**config.mk**
```make
export PLATFORM = sky130hd
export DESIGN_NAME = ssrc_queue
export DESIGN_NICKNAME = d
export VERILOG_FILES = /design/src/sv/ssrc_pkg.sv /design/src/sv/ssrc_queue.sv
export SDC_FILE = /design/constraint.sdc
export NUM_CORES = 1
export LEC_CHECK = 0
export ABC_AREA = 1
export BUFFER_PORTS_ARGS = -buffer_cell sky130_fd_sc_hd__buf_2
export CORE_UTILIZATION = 62
export DETAILED_ROUTE_END_ITERATION = 8
export GPL_ROUTABILITY_DRIVEN = 0
export PLACE_DENSITY_LB_ADDON = 0.1
export SLEW_MARGIN = 10
export SYNTH_ARGS = -nofsm -noshare
export SYNTH_HDL_FRONTEND = slang
export SYNTH_SLANG_ARGS = --single-unit
```
**constraint.sdc**
```tcl
create_clock -name aclk -period 5.8 [get_ports aclk]
set_input_delay 0.58 -clock aclk [delete_from_list [all_inputs] [get_ports aclk]]
set_output_delay 0.58 -clock aclk [all_outputs]
set_load 0.03 [all_outputs]
```
**src/sv/ssrc_pkg.sv**
```systemverilog
`default_nettype none

package ssrc_pkg;

    localparam logic CMD_FRAME_BYTE = 1'b0;
    localparam logic CMD_READ       = 1'b1;

    localparam logic REPLY_VERDICT  = 1'b0;
    localparam logic REPLY_READ     = 1'b1;

    localparam logic [1:0] ST_FILTERED = 2'd0;
    localparam logic [1:0] ST_OPEN     = 2'd1;
    localparam logic [1:0] ST_CLOSED   = 2'd2;

    localparam int QUEUE_DEPTH = 4;

    typedef enum logic [1:0] {
        KIND_UNKNOWN = 2'd0,
        KIND_V4      = 2'd1,
        KIND_V6      = 2'd2,
        KIND_BAD     = 2'd3
    } net_kind_t;

    typedef struct packed {
        logic        reply_kind;
        logic        used;
        logic [15:0] port;
        logic        wr;
        logic [1:0]  wr_state;
        logic        rd;
        logic        open_seen;
    } ssrc_op_t;

endpackage

`default_nettype wire

```
**src/sv/ssrc_queue.sv**
```systemverilog
`default_nettype none

module ssrc_queue
    import ssrc_pkg::*;
(
    input  wire logic     aclk,
    input  wire logic     aresetn,
    input  wire logic     push,
    input  wire ssrc_op_t push_op,
    output logic          has_space,
    output logic          head_valid,
    output ssrc_op_t      head_op,
    input  wire logic     pop
);

    localparam int PTR_W = $clog2(QUEUE_DEPTH);
    localparam int CNT_W = $clog2(QUEUE_DEPTH + 1);

    ssrc_op_t         entries [QUEUE_DEPTH];
    logic [PTR_W-1:0] wr_ptr_reg;
    logic [PTR_W-1:0] rd_ptr_reg;
    logic [CNT_W-1:0] count_reg;
    logic             do_push;
    logic             do_pop;

    assign has_space  = (count_reg < CNT_W'(QUEUE_DEPTH));
    assign head_valid = (count_reg != '0);
    assign head_op    = entries[rd_ptr_reg];
    assign do_push    = push && has_space;
    assign do_pop     = pop && head_valid;

    always_ff @(posedge aclk) begin
        if (do_push) begin
            entries[wr_ptr_reg] <= push_op;
        end
    end

    always_ff @(posedge aclk) begin
        if (!aresetn) begin
            wr_ptr_reg <= '0;
            rd_ptr_reg <= '0;
            count_reg  <= '0;
        end else begin
            if (do_push) begin
                wr_ptr_reg <= PTR_W'((32'(wr_ptr_reg) + 1) % QUEUE_DEPTH);
            end
            if (do_pop) begin
                rd_ptr_reg <= PTR_W'((32'(rd_ptr_reg) + 1) % QUEUE_DEPTH);
            end
            if (do_push && !do_pop) begin
                count_reg <= count_reg + CNT_W'(1);
            end else if (do_pop && !do_push) begin
                count_reg <= count_reg - CNT_W'(1);
            end
        end
    end

endmodule

`default_nettype wire

```
==> results_dict.tcl <==
set metrics [dict create \
    run_status "completed" \
    relSlewSlack 0.4313 \
    clock_power_share 0.215 \
    fin_crit_sh 0.4888 \
    timing.critical_path.from_type "register" \
    cts_max_path_buffers 2 \
    rows 29 \
    largest_reg_flops 92 \
    area_growth_pct 11.41 \
    synth.mux.area_fraction 0 \
    combinational_family_with_the_most_area_after_synthesis "compound AO/OA/AOI/OAI gates" \
    fin_worst_skew_ps 8.742 \
    synth_flop_cell "edfxtp_1" \
    hold_buffers 0 \
    timing.critical_path.arrival_ps 2260 \
    fin_setup_tns_ps 0 \
    postRouteWirelength_um 6954 \
    vdd_ir_drop_max_mv 0.2944 \
    switching_share 0.3698 \
    pin_count_of_the_biggest_net_entering_global_routing 48 \
    placeableCoreArea_um2 6422 \
    postSynthNetCount 318 \
    avgViaCountPerCell 5.667 \
    grt_pass1_vias 2279 \
    die-area_um2 7054 \
    p_leak_nw 1.649 \
    report.final.slew_viol_count 0 \
    synth.cell_area_um2 4168 \
    rsz0062_at_grt "no" \
    cts.repair_timing.setup_buffer_count 0 \
    grt_pass1_wl_um 11130 \
    combinational_share_of_power 0.321 \
    number_of_violations_of_the_max_capacitance_limit 0 \
    p_sw_w 0.0007560 \
    power.density_cell_area_nw_per_um2 440.3 \
    regToRegEndpoint "entries[3][3]$_DFFE_PP_" \
    firstDrtPassIters 4 \
    layout.filler_cells 440 \
    hpwlAfterDp_um 4358 \
    worst_hold_startpoint "push_op[19]" \
    report.final.setup_viol 0 \
    die_y_um 83.99 \
    placed_cells 404 \
    synth_async_sr_flop_share 0 \
    finalCriticalPeriod_ps 2835 \
    synth-adder-area-share 0.01981 \
    drt-initial-drc-count 188 \
    grt_antenna_before_repair 0 \
    postCtsResizedCells 0 \
    seq_power_share 0.465 \
    route.detailed.drc 0 \
    holdWs_ps 423.7 \
    final_layout_size_suffix_gt1_frac 0.4198 \
    clock_sink_count 101 \
    num-nets-final 371 \
    worst-r2r-setup-slack_ps 3880 \
    tritoncts.num_buffers 9 \
    start_util 0.6489 \
    yosys_register_bits 101 \
    post_synth_inst_count 285 \
    clock_tree.htree_level_count 3 \
    ios 52 \
    seq_area_frac_synth 0.7061 \
    critical_setup_path_kind "register to primary output" \
    synth_compound_area_frac 0.1516 \
    min_path_type "input port to register" \
    crit_path_end_kind "primary output" \
    cp_max_fo 24 \
    avgRoutedWirePerCell_um 16.56 \
    post-route-util 0.7230 \
    max_freq_mhz 352.7 \
    cts_tree "built" \
    cts.clk_slew.worst_paths_ps 90 \
    antenna_violating_nets_post_route 0 \
    timing.critical_path.to "head_op[16]" \
    tightest_slew_ps 853.0 \
    grt_use_total 0.2138 \
    num_vias 2380 \
    insertedDiodeCount 0 \
    clk_root_buffer_cell "clkbuf_8" \
    synth.lib_cells_used.distinct 20 \
    postSynthAreaPerCell_um2 14.62 \
    hold_violations_final 0 \
    io_buffer_count 51 \
    internal_power_w 0.001288 \
    worstSkewPairLatency_ps 370 \
    synth.yosys.warnings 0 \
    grt-ovfl-total 0 \
    depth_of_the_most_critical_reg_to_reg_path 4 \
    synth_simple_gate_area_share 0.07835 \
    yosys.area_share.xor_xnor 0 \
    synth_edf_count 92 \
    crit-reg2reg-launch "count_reg[2]$_SDFFE_PN0P_" \
    final_cell_count_no_fill 420 \
    die_width_um 83.99 \
    critPathRequiredTime_ps 5220 \
]
==> power by group through the flow <==
stage	Combinational [W]	Clock (W)	Sequential, W
2_1_floorplan	0.000554	0	0.000928
6_report	0.000656	0.000439	0.000950
3_5_place_dp	0.000660	0	0.000969
3_3_place_gp	0.000641	0	0.000965
5_1_grt	0.000710	0.000472	0.000962
4_1_cts	0.000663	0.000444	0.000951
==> placed cells by master, fill, tap and decap left out <==
master / n
edfxtp_1: 92
buf_2: 51
o21ai_0: 33
nor2_1: 28
nor2_2: 27
o22ai_2: 23
o21ai_2: 17
inv_1: 12
nand2_1: 11
clkbuf_8: 9
dfxtp_1: 8
a21oi_1: 6
ha_1: 5
buf_4: 4
inv_2: 3
nand3_1: 3
clkinvlp_4: 3
inv_8: 1
nand2_2: 1
fa_1: 1
dfxtp_2: 1
bufinv_16: 1
inv_6: 1
clkinv_2: 1
clkinv_4: 1
==> cell families (layout without fill, tap and decap cells) <==
kind of cell / count (synthesis) / after routing
flops: 101 / 101
compound gates: 79 / 79
simple gates: 70 / 70
buf+inv: 29 / 87
fa+ha+maj: 6 / 6
==> routing by layer <==
layer | global-route usage | part of all wire | vias to the layer above
met3 | 0.03759 | 0.038 | 15
met1 | 0.2791 | 0.43 | 1150
met5 | 0 | 0 | -
li1 | - | - | 1145
met4 | 0.1019 | 0.020 | 0
met2 | 0.3510 | 0.51 | 70
==> worst max-delay path: stages, from the launching register on <==
cell and delay, ps:
dfxtp_1 860, inv_2 500, o21ai_0 240, o22ai_2 100, buf_2 190
==> metrics by stage <==
| stage | worst slack [ps] | total power, W | area (um2) |
|---|---|---|---|
| global route | 2778 | 0.002144 | 4643 |
| finish | 2965 | 0.002044 | 4643 |
| CTS | 2945 | 0.002057 | 4643 |
| floorplan | 3661 | 0.001482 | 4168 |
| detailed placement | 3335 | 0.001629 | 4444 |
| global placement | 3395 | 0.001607 | 4444 |
==> Yosys cell counts (3+ instances only) <==
cell	n	share of area
edfxtp_1	92	0.66
o21ai_0	33	0.040
nor2_1	32	0.029
nor2_2	23	0.035
o22ai_2	23	0.069
o21ai_2	17	0.036
inv_1	12	0.011
nand2_1	11	0.0099
dfxtp_1	9	0.043
a21oi_1	6	0.0072
buf_2	6	0.0072
ha_1	5	0.015
buf_6	3	0.0081
buf_8	3	0.011
inv_2	3	0.0027
nand3_1	3	0.0036
==> how the worst min path moves through the flow <==
stage,end,depth (start not counted)
6_report,entries[0][19]$_DFFE_PP_,1
5_1_grt,entries[1][14]$_DFFE_PP_,1
4_1_cts,entries[3][19]$_DFFE_PP_,1
3_5_place_dp,register,2
3_3_place_gp,rd_ptr_reg[0]$_SDFFE_PN0P_,2
2_1_floorplan,register,2
==> area by class of cell <==
class / instances / area, um2 / area share
sequential: 101 / 2944 / 0.6341
multi-input combinational: 155 / 1051 / 0.2264
timing repair buffer: 55 / 285.3 / 0.06144
clock buffer: 9 / 123.9 / 0.02668
tap: 77 / 96.34 / 0.02075
clock inverter: 7 / 75.07 / 0.01617
inverter: 16 / 67.56 / 0.01455
Power figures use the tool's default switching activity.
