### src/sv/ssrc_pkg.sv
`default_nettype none

package ssrc_pkg;

    localparam logic CMD_FRAME_BYTE = 1'b0;
    localparam logic CMD_READ       = 1'b1;

    localparam logic REPLY_VERDICT  = 1'b0;
    localparam logic REPLY_READ     = 1'b1;

    localparam logic [1:0] ST_FILTERED = 2'd0;
    localparam logic [1:0] ST_OPEN     = 2'd1;
    localparam logic [1:0] ST_CLOSED   = 2'd2;

    localparam int QUEUE_DEPTH = 4;

    typedef enum logic [1:0] {
        KIND_UNKNOWN = 2'd0,
        KIND_V4      = 2'd1,
        KIND_V6      = 2'd2,
        KIND_BAD     = 2'd3
    } net_kind_t;

    typedef struct packed {
        logic        reply_kind;
        logic        used;
        logic [15:0] port;
        logic        wr;
        logic [1:0]  wr_state;
        logic        rd;
        logic        open_seen;
    } ssrc_op_t;

endpackage

`default_nettype wire

### src/sv/ssrc_front.sv
`default_nettype none

module ssrc_front
    import ssrc_pkg::*;
#(
    parameter int PORT_ENTRIES = 65536
) (
    input  wire logic        aclk,
    input  wire logic        aresetn,
    input  wire logic        cfg_wr_en,
    input  wire logic        cfg_wr_data,
    input  wire logic        in_accept,
    input  wire logic        in_command,
    input  wire logic [7:0]  in_byte,
    input  wire logic        in_end,
    input  wire logic [15:0] in_query,
    output logic             push,
    output ssrc_op_t         push_op
);

    localparam logic [15:0] ETYPE_IPV4    = 16'h0800;
    localparam logic [15:0] ETYPE_IPV6    = 16'h86DD;
    localparam logic [7:0]  PROTO_TCP     = 8'h06;
    localparam logic [7:0]  FLAGS_SYN_ACK = 8'h12;
    localparam logic [7:0]  FLAGS_RST     = 8'h04;
    localparam logic [6:0]  NULL_HDR_LEN  = 7'd4;
    localparam logic [6:0]  ETH_HDR_LEN   = 7'd14;
    localparam logic [6:0]  MIN_ETH_V4    = 7'd54;
    localparam logic [6:0]  MIN_ETH_V6    = 7'd74;
    localparam logic [6:0]  POS_MAX       = 7'd127;
    localparam logic [16:0] PORT_LIMIT    = 17'(PORT_ENTRIES);

    logic        loopback_reg;
    logic [6:0]  pos_reg, pos_next;
    net_kind_t   kind_reg, kind_next;
    logic [6:0]  tstart_reg, tstart_next;
    logic        tcp_reg, tcp_next;
    logic [15:0] sport_reg, sport_next;
    logic [8:0]  flags_reg, flags_next;
    logic        open_seen_reg, open_seen_next;

    logic [6:0]  base;
    logic [15:0] etype;
    logic        seg;
    logic        in_range;
    logic        is_syn_ack;
    logic        is_rst;

    // byte parser
    always_comb begin
        base        = loopback_reg ? NULL_HDR_LEN : ETH_HDR_LEN;
        etype       = sport_reg | {8'h00, in_byte};
        kind_next   = kind_reg;
        tstart_next = tstart_reg;
        tcp_next    = tcp_reg;
        sport_next  = sport_reg;
        flags_next  = flags_reg;

        if (!loopback_reg) begin
            if (pos_reg == 7'd12) begin
                sport_next = {in_byte, 8'h00};
            end else if (pos_reg == 7'd13) begin
                sport_next = 16'h0000;
                if (etype == ETYPE_IPV4) begin
                    kind_next = KIND_V4;
                end else if (etype == ETYPE_IPV6) begin
                    kind_next   = KIND_V6;
                    tstart_next = base + 7'd40;
                end else begin
                    kind_next = KIND_BAD;
                end
            end
        end else if (pos_reg == base) begin
            if (in_byte[7:4] == 4'd4) begin
                kind_next = KIND_V4;
            end else if (in_byte[7:4] == 4'd6) begin
                kind_next   = KIND_V6;
                tstart_next = base + 7'd40;
            end else begin
                kind_next = KIND_BAD;
            end
        end

        if (kind_next == KIND_V4) begin
            if (pos_reg == base) begin
                if (in_byte[3:0] < 4'd5) begin
                    kind_next = KIND_BAD;
                end else begin
                    tstart_next = base + {1'b0, in_byte[3:0], 2'b00};
                end
            end else if (pos_reg == base + 7'd9) begin
                tcp_next = (in_byte == PROTO_TCP);
            end
        end else if (kind_next == KIND_V6 && pos_reg == base + 7'd6) begin
            tcp_next = (in_byte == PROTO_TCP);
        end

        if ((kind_next == KIND_V4 || kind_next == KIND_V6) && tcp_next) begin
            if (pos_reg == tstart_next) begin
                sport_next = {in_byte, 8'h00};
            end else if (pos_reg == tstart_next + 7'd1) begin
                sport_next = sport_next | {8'h00, in_byte};
            end else if (pos_reg == tstart_next + 7'd13) begin
                flags_next = {1'b1, in_byte};
            end
        end

        pos_next = (pos_reg < POS_MAX) ? pos_reg + 7'd1 : pos_reg;
    end

    // frame verdict and read answers
    always_comb begin
        seg = flags_next[8] && tcp_next && (kind_next == KIND_V4 || kind_next == KIND_V6);
        if (!loopback_reg) begin
            seg = seg && (pos_next >= ((kind_next == KIND_V4) ? MIN_ETH_V4 : MIN_ETH_V6));
        end
        in_range   = ({1'b0, sport_next} < PORT_LIMIT);
        is_syn_ack = (flags_next[7:0] == FLAGS_SYN_ACK);
        is_rst     = ((flags_next[7:0] & FLAGS_RST) != 8'h00);

        open_seen_next = open_seen_reg;
        push_op        = '0;
        push           = 1'b0;
        if (in_accept) begin
            if (in_command == CMD_READ) begin
                push               = 1'b1;
                push_op.reply_kind = REPLY_READ;
                push_op.port       = in_query;
                push_op.rd         = ({1'b0, in_query} < PORT_LIMIT);
                push_op.wr_state   = ST_FILTERED;
                push_op.open_seen  = open_seen_reg;
            end else if (in_end) begin
                push               = 1'b1;
                push_op.reply_kind = REPLY_VERDICT;
                push_op.port       = seg ? sport_next : 16'h0000;
                push_op.wr         = seg && in_range && (is_syn_ack || is_rst);
                push_op.used       = push_op.wr;
                push_op.wr_state   = is_syn_ack ? ST_OPEN : ST_CLOSED;
                push_op.rd         = seg && in_range && !push_op.wr;
                if (seg && in_range && is_syn_ack) begin
                    open_seen_next = 1'b1;
                end
                push_op.open_seen  = open_seen_next;
            end
        end
    end

    always_ff @(posedge aclk) begin
        if (!aresetn) begin
            loopback_reg  <= 1'b0;
            pos_reg       <= '0;
            kind_reg      <= KIND_UNKNOWN;
            tstart_reg    <= '0;
            tcp_reg       <= 1'b0;
            sport_reg     <= '0;
            flags_reg     <= '0;
            open_seen_reg <= 1'b0;
        end else begin
            if (cfg_wr_en) begin
                loopback_reg <= cfg_wr_data;
            end
            open_seen_reg <= open_seen_next;
            if (in_accept && in_command == CMD_FRAME_BYTE) begin
                if (in_end) begin
                    pos_reg    <= '0;
                    kind_reg   <= KIND_UNKNOWN;
                    tstart_reg <= '0;
                    tcp_reg    <= 1'b0;
                    sport_reg  <= '0;
                    flags_reg  <= '0;
                end else begin
                    pos_reg    <= pos_next;
                    kind_reg   <= kind_next;
                    tstart_reg <= tstart_next;
                    tcp_reg    <= tcp_next;
                    sport_reg  <= sport_next;
                    flags_reg  <= flags_next;
                end
            end
        end
    end

endmodule

`default_nettype wire

### config.mk
export PLATFORM = sky130hd
export DESIGN_NAME = ssrc_front
export DESIGN_NICKNAME = d
export VERILOG_FILES = /design/src/sv/ssrc_pkg.sv /design/src/sv/ssrc_front.sv
export SDC_FILE = /design/constraint.sdc
export NUM_CORES = 1
export LEC_CHECK = 0
export ABC_AREA = 0
export BUFFER_PORTS_ARGS = -buffer_cell sky130_fd_sc_hd__buf_2
export CORE_MARGIN = 1.5
export CORE_UTILIZATION = 35
export CTS_CLUSTER_SIZE = 28
export DETAILED_ROUTE_END_ITERATION = 16
export PLACE_DENSITY = 0.64
export REMOVE_ABC_BUFFERS = 1
export SLEW_MARGIN = 20
export SYNTH_ARGS = -nofsm -noshare
export SYNTH_HDL_FRONTEND = slang
export SYNTH_SLANG_ARGS = --single-unit
export TNS_END_PERCENT = 30
### constraint.sdc
create_clock -name aclk -period 5.3 [get_ports aclk]
set_clock_uncertainty 0.15 [all_clocks]
set_input_delay 0.265 -clock aclk [delete_from_list [all_inputs] [get_ports aclk]]
set_output_delay 0.265 -clock aclk [all_outputs]
set_load 0.05 [all_outputs]
==> metrics <==
relative slew slack=roughly 43%; vias=4244; syn avg cell area=7.96 µm²; Top FF cell, synth=dfxtp_1; pin count of the biggest net entering global routing=31; max incr delay on CP=about 0.54 ns; P_leak=1.90 nW; cells on worst reg2reg path=17; DRT Pass-1 Iters=5; antenna cells=0; TritonCTS clock tree=yes; final worst slack=-0.0392 ns; RR Startpoint=pos_reg[0]$_SDFFE_PN0P_; reg2reg end=sport_reg[8]$_SDFFE_PN0P_; top routing layer in use=met4; flop-to-flop setup slack=0.58 ns; clock buffer depth=2; GRT Total Usage=around 24%; num rows=37; CTS root buffer=clkbuf_8; Max-cap violations=0; Final min period=5.34 ns; crit path DAT=4.92 ns; Post-DRT Antenna Nets=0; port buffer count=54; max reg flops=16; Crit Path Class=flip-flop to output port; Ys Warns=0; Netlist cell types=between 70 and 80; final hold violations=0; final core occ=46.9%; Top delay family on crit path=simple AND/OR/NAND/NOR gates; Final setup violation count=8; asr flop ratio synth=0%; WHS=0.0504 ns; Die Area=0.0111 mm²; Critical-path top delay cell=or4_4; drt initial violations=393; worst slew pin tran=0.858 ns; CP endpoint=push_op[8]; failing checks=negative setup slack; crit-path max FO=8; io pins=55; vias in the first global route=4242; Syn Inst Count=462; H-tree levels=2; Synth Register Bits=44; RD Place Congestion=0.973; CP bufs+invs=3; Final nets=592; DRC Markers=0; Startpoint Class=flip-flop; Peak VDD IR=approximately 0.00014 V; Final period util=101%; Post-synth EDFFs=0; RSZ-0062 raised after global routing=yes; Mapped Area=between 0.003 and 0.004 mm²; commonest non-fill, non-tap cell in the layout=buf_4; DRT Wirelength=13.5 mm; area leader, netlist=dfxtp_1; post-synth top area share=approximately a quarter; HPWL after DPL=9.60 mm; Congestion Overflow GR=0; clock sink count=44; Routed wire per std cell=approximately 20 µm; power per cell area=156 mW/mm²; HP Start=cfg_wr_data; Hold Path Class=input pin to flip-flop; top post-synthesis cells by area=dfxtp_1 (24%), a32o_1 (6.5%), a22oi_1 (4.3%), nor2_1 (3.9%), ha_1 (3.7%); Via-to-Cell Ratio=6.19; die height=106 µm; P&R area growth vs syn=30.9%; dpl ws=-0.133 ns; CP required=4.89 ns; Crit. End Element=output port; CP startpoint=pos_reg[0]$_SDFFE_PN0P_; Die Width=106 µm; sequential fraction of the synthesis area=23.9%; Max Slew Vio Count=0; WP depth=19; share of cells above drive strength 1=31.8%; Core Region=between 0.01 and 0.015 mm²; M1 wire length=5.66 mm; CTS Buf Count=5; Worst-path clk slew=0.11 ns; maximum clock rate=187 MHz; status=finished, violations left; initial antenna violation count=0; met3 routed WL=1.12 mm; worst path cell trace=inv_4 > ha_4 > or4b_4 > or4_4 > or4_4 > buf_6 > nand2_4 > a21oi_2 > nor2_2 > ha_2 > nor4_2 > a21boi_2 > a221oi_2 > xnor2_2 > nor4_4 > a21oi_4 > nor3_4 > a221o_1 > buf_6; Initial Utilization=35.8%; most frequent cells in the layout=buf_4 (62), dfxtp_1 (42), buf_2 (37); Register Area=886 µm²; Multi-input gate area=about 0.0028 mm²; worst skew pair latency=0.31 ns; WL met2=6.21 mm; filler instances=1010; Post-CTS Hold Buffers=0; first-pass GRT wire length=around 22 mm
==> layout make-up <==
cell class | instances | area share, %
inverter | 18 | 1.45
timing repair buffer | 114 | 16.9
clock inverter | 3 | 0.987
tap | 136 | 3.53
clock buffer | 5 | 1.43
sequential | 44 | 18.4
multi-input combinational | 366 | 57.3
==> Yosys cell counts, drive strengths merged, types with 12 or more instances <==
master  count
a21oi      25
a22oi      21
a32o       24
and3       12
clkbuf     23
dfxtp      44
inv        16
nand2      34
nor2       40
nor3       16
nor4       12
o21ai      24
==> worst min-delay path by stage <==
stage | depth (start not counted) | end | slack, ns
global route | 3 | loopback_reg$_SDFFE_PN0P_ | 0.09
finish | 3 | loopback_reg$_SDFFE_PN0P_ | 0.05
floorplan | 2 | flags_reg[8]$_SDFFE_PN0P_ | 0.23
detailed placement | 2 | flags_reg[8]$_SDFFE_PN0P_ | 0.33
global placement | 2 | flags_reg[8]$_SDFFE_PN0P_ | 0.32
CTS | 3 | loopback_reg$_SDFFE_PN0P_ | 0.06
==> tightest hold or removal path: stages <==
cell and delay (ns):
buf_2 0.08, mux2i_1 0.06, nor2_1 0.08
==> layer usage <==
metal / GRT usage (%) / vias to the layer above
li1: - / 1955
met1: 30.3 / 2008
met2: 41.1 / 230
met3: 4.64 / 51
met4: 9.85 / 0
met5: 0 / -
==> power breakdown <==
part | leakage, nW | switching [mW] | internal [mW]
combinational | 1.48 | 0.0888 | 0.0410
clock | 0.0583 | 0.145 | 0.143
sequential | 0.356 | 0.000889 | 0.331
==> through the flow <==
step / cell area (µm²) / setup TNS (ns) / std cells / total power [mW]
3_5_place_dp: 4300 / -1.08 / 662 / 0.457
3_3_place_gp: 4300 / 0 / 662 / 0.457
4_1_cts: 4690 / 0 / 681 / 0.741
5_1_grt: 4820 / -2.46 / 686 / 0.769
2_1_floorplan: 3520 / -12.03 / 428 / 0.401
6_report: 4820 / -0.176 / 686 / 0.749
==> kinds of logic (layout without fill, tap and decap cells) <==
group	after synthesis	count (layout)	share of synthesized area, %
AO/OA/AOI/OAI	146	146	29.6
XOR/XNOR	12	12	3.23
adder cells (fa/ha/maj)	12	12	4.28
buffers and inverters	52	140	6.05
flip-flops	44	44	23.9
multiplexers	5	5	1.39
AND/OR/NAND/NOR	191	191	31.5
==> repair_timing <==
| item | 4_1_cts | 5_1_grt |
|---|---|---|
| gates resized for setup | 55 | 27 |
| buffers inserted | 14 | 5 |
| endpoints found under the setup margin | 22 | 22 |
| pin swaps | 21 | 18 |
Note: power is estimated with default switching activity, not from simulation.
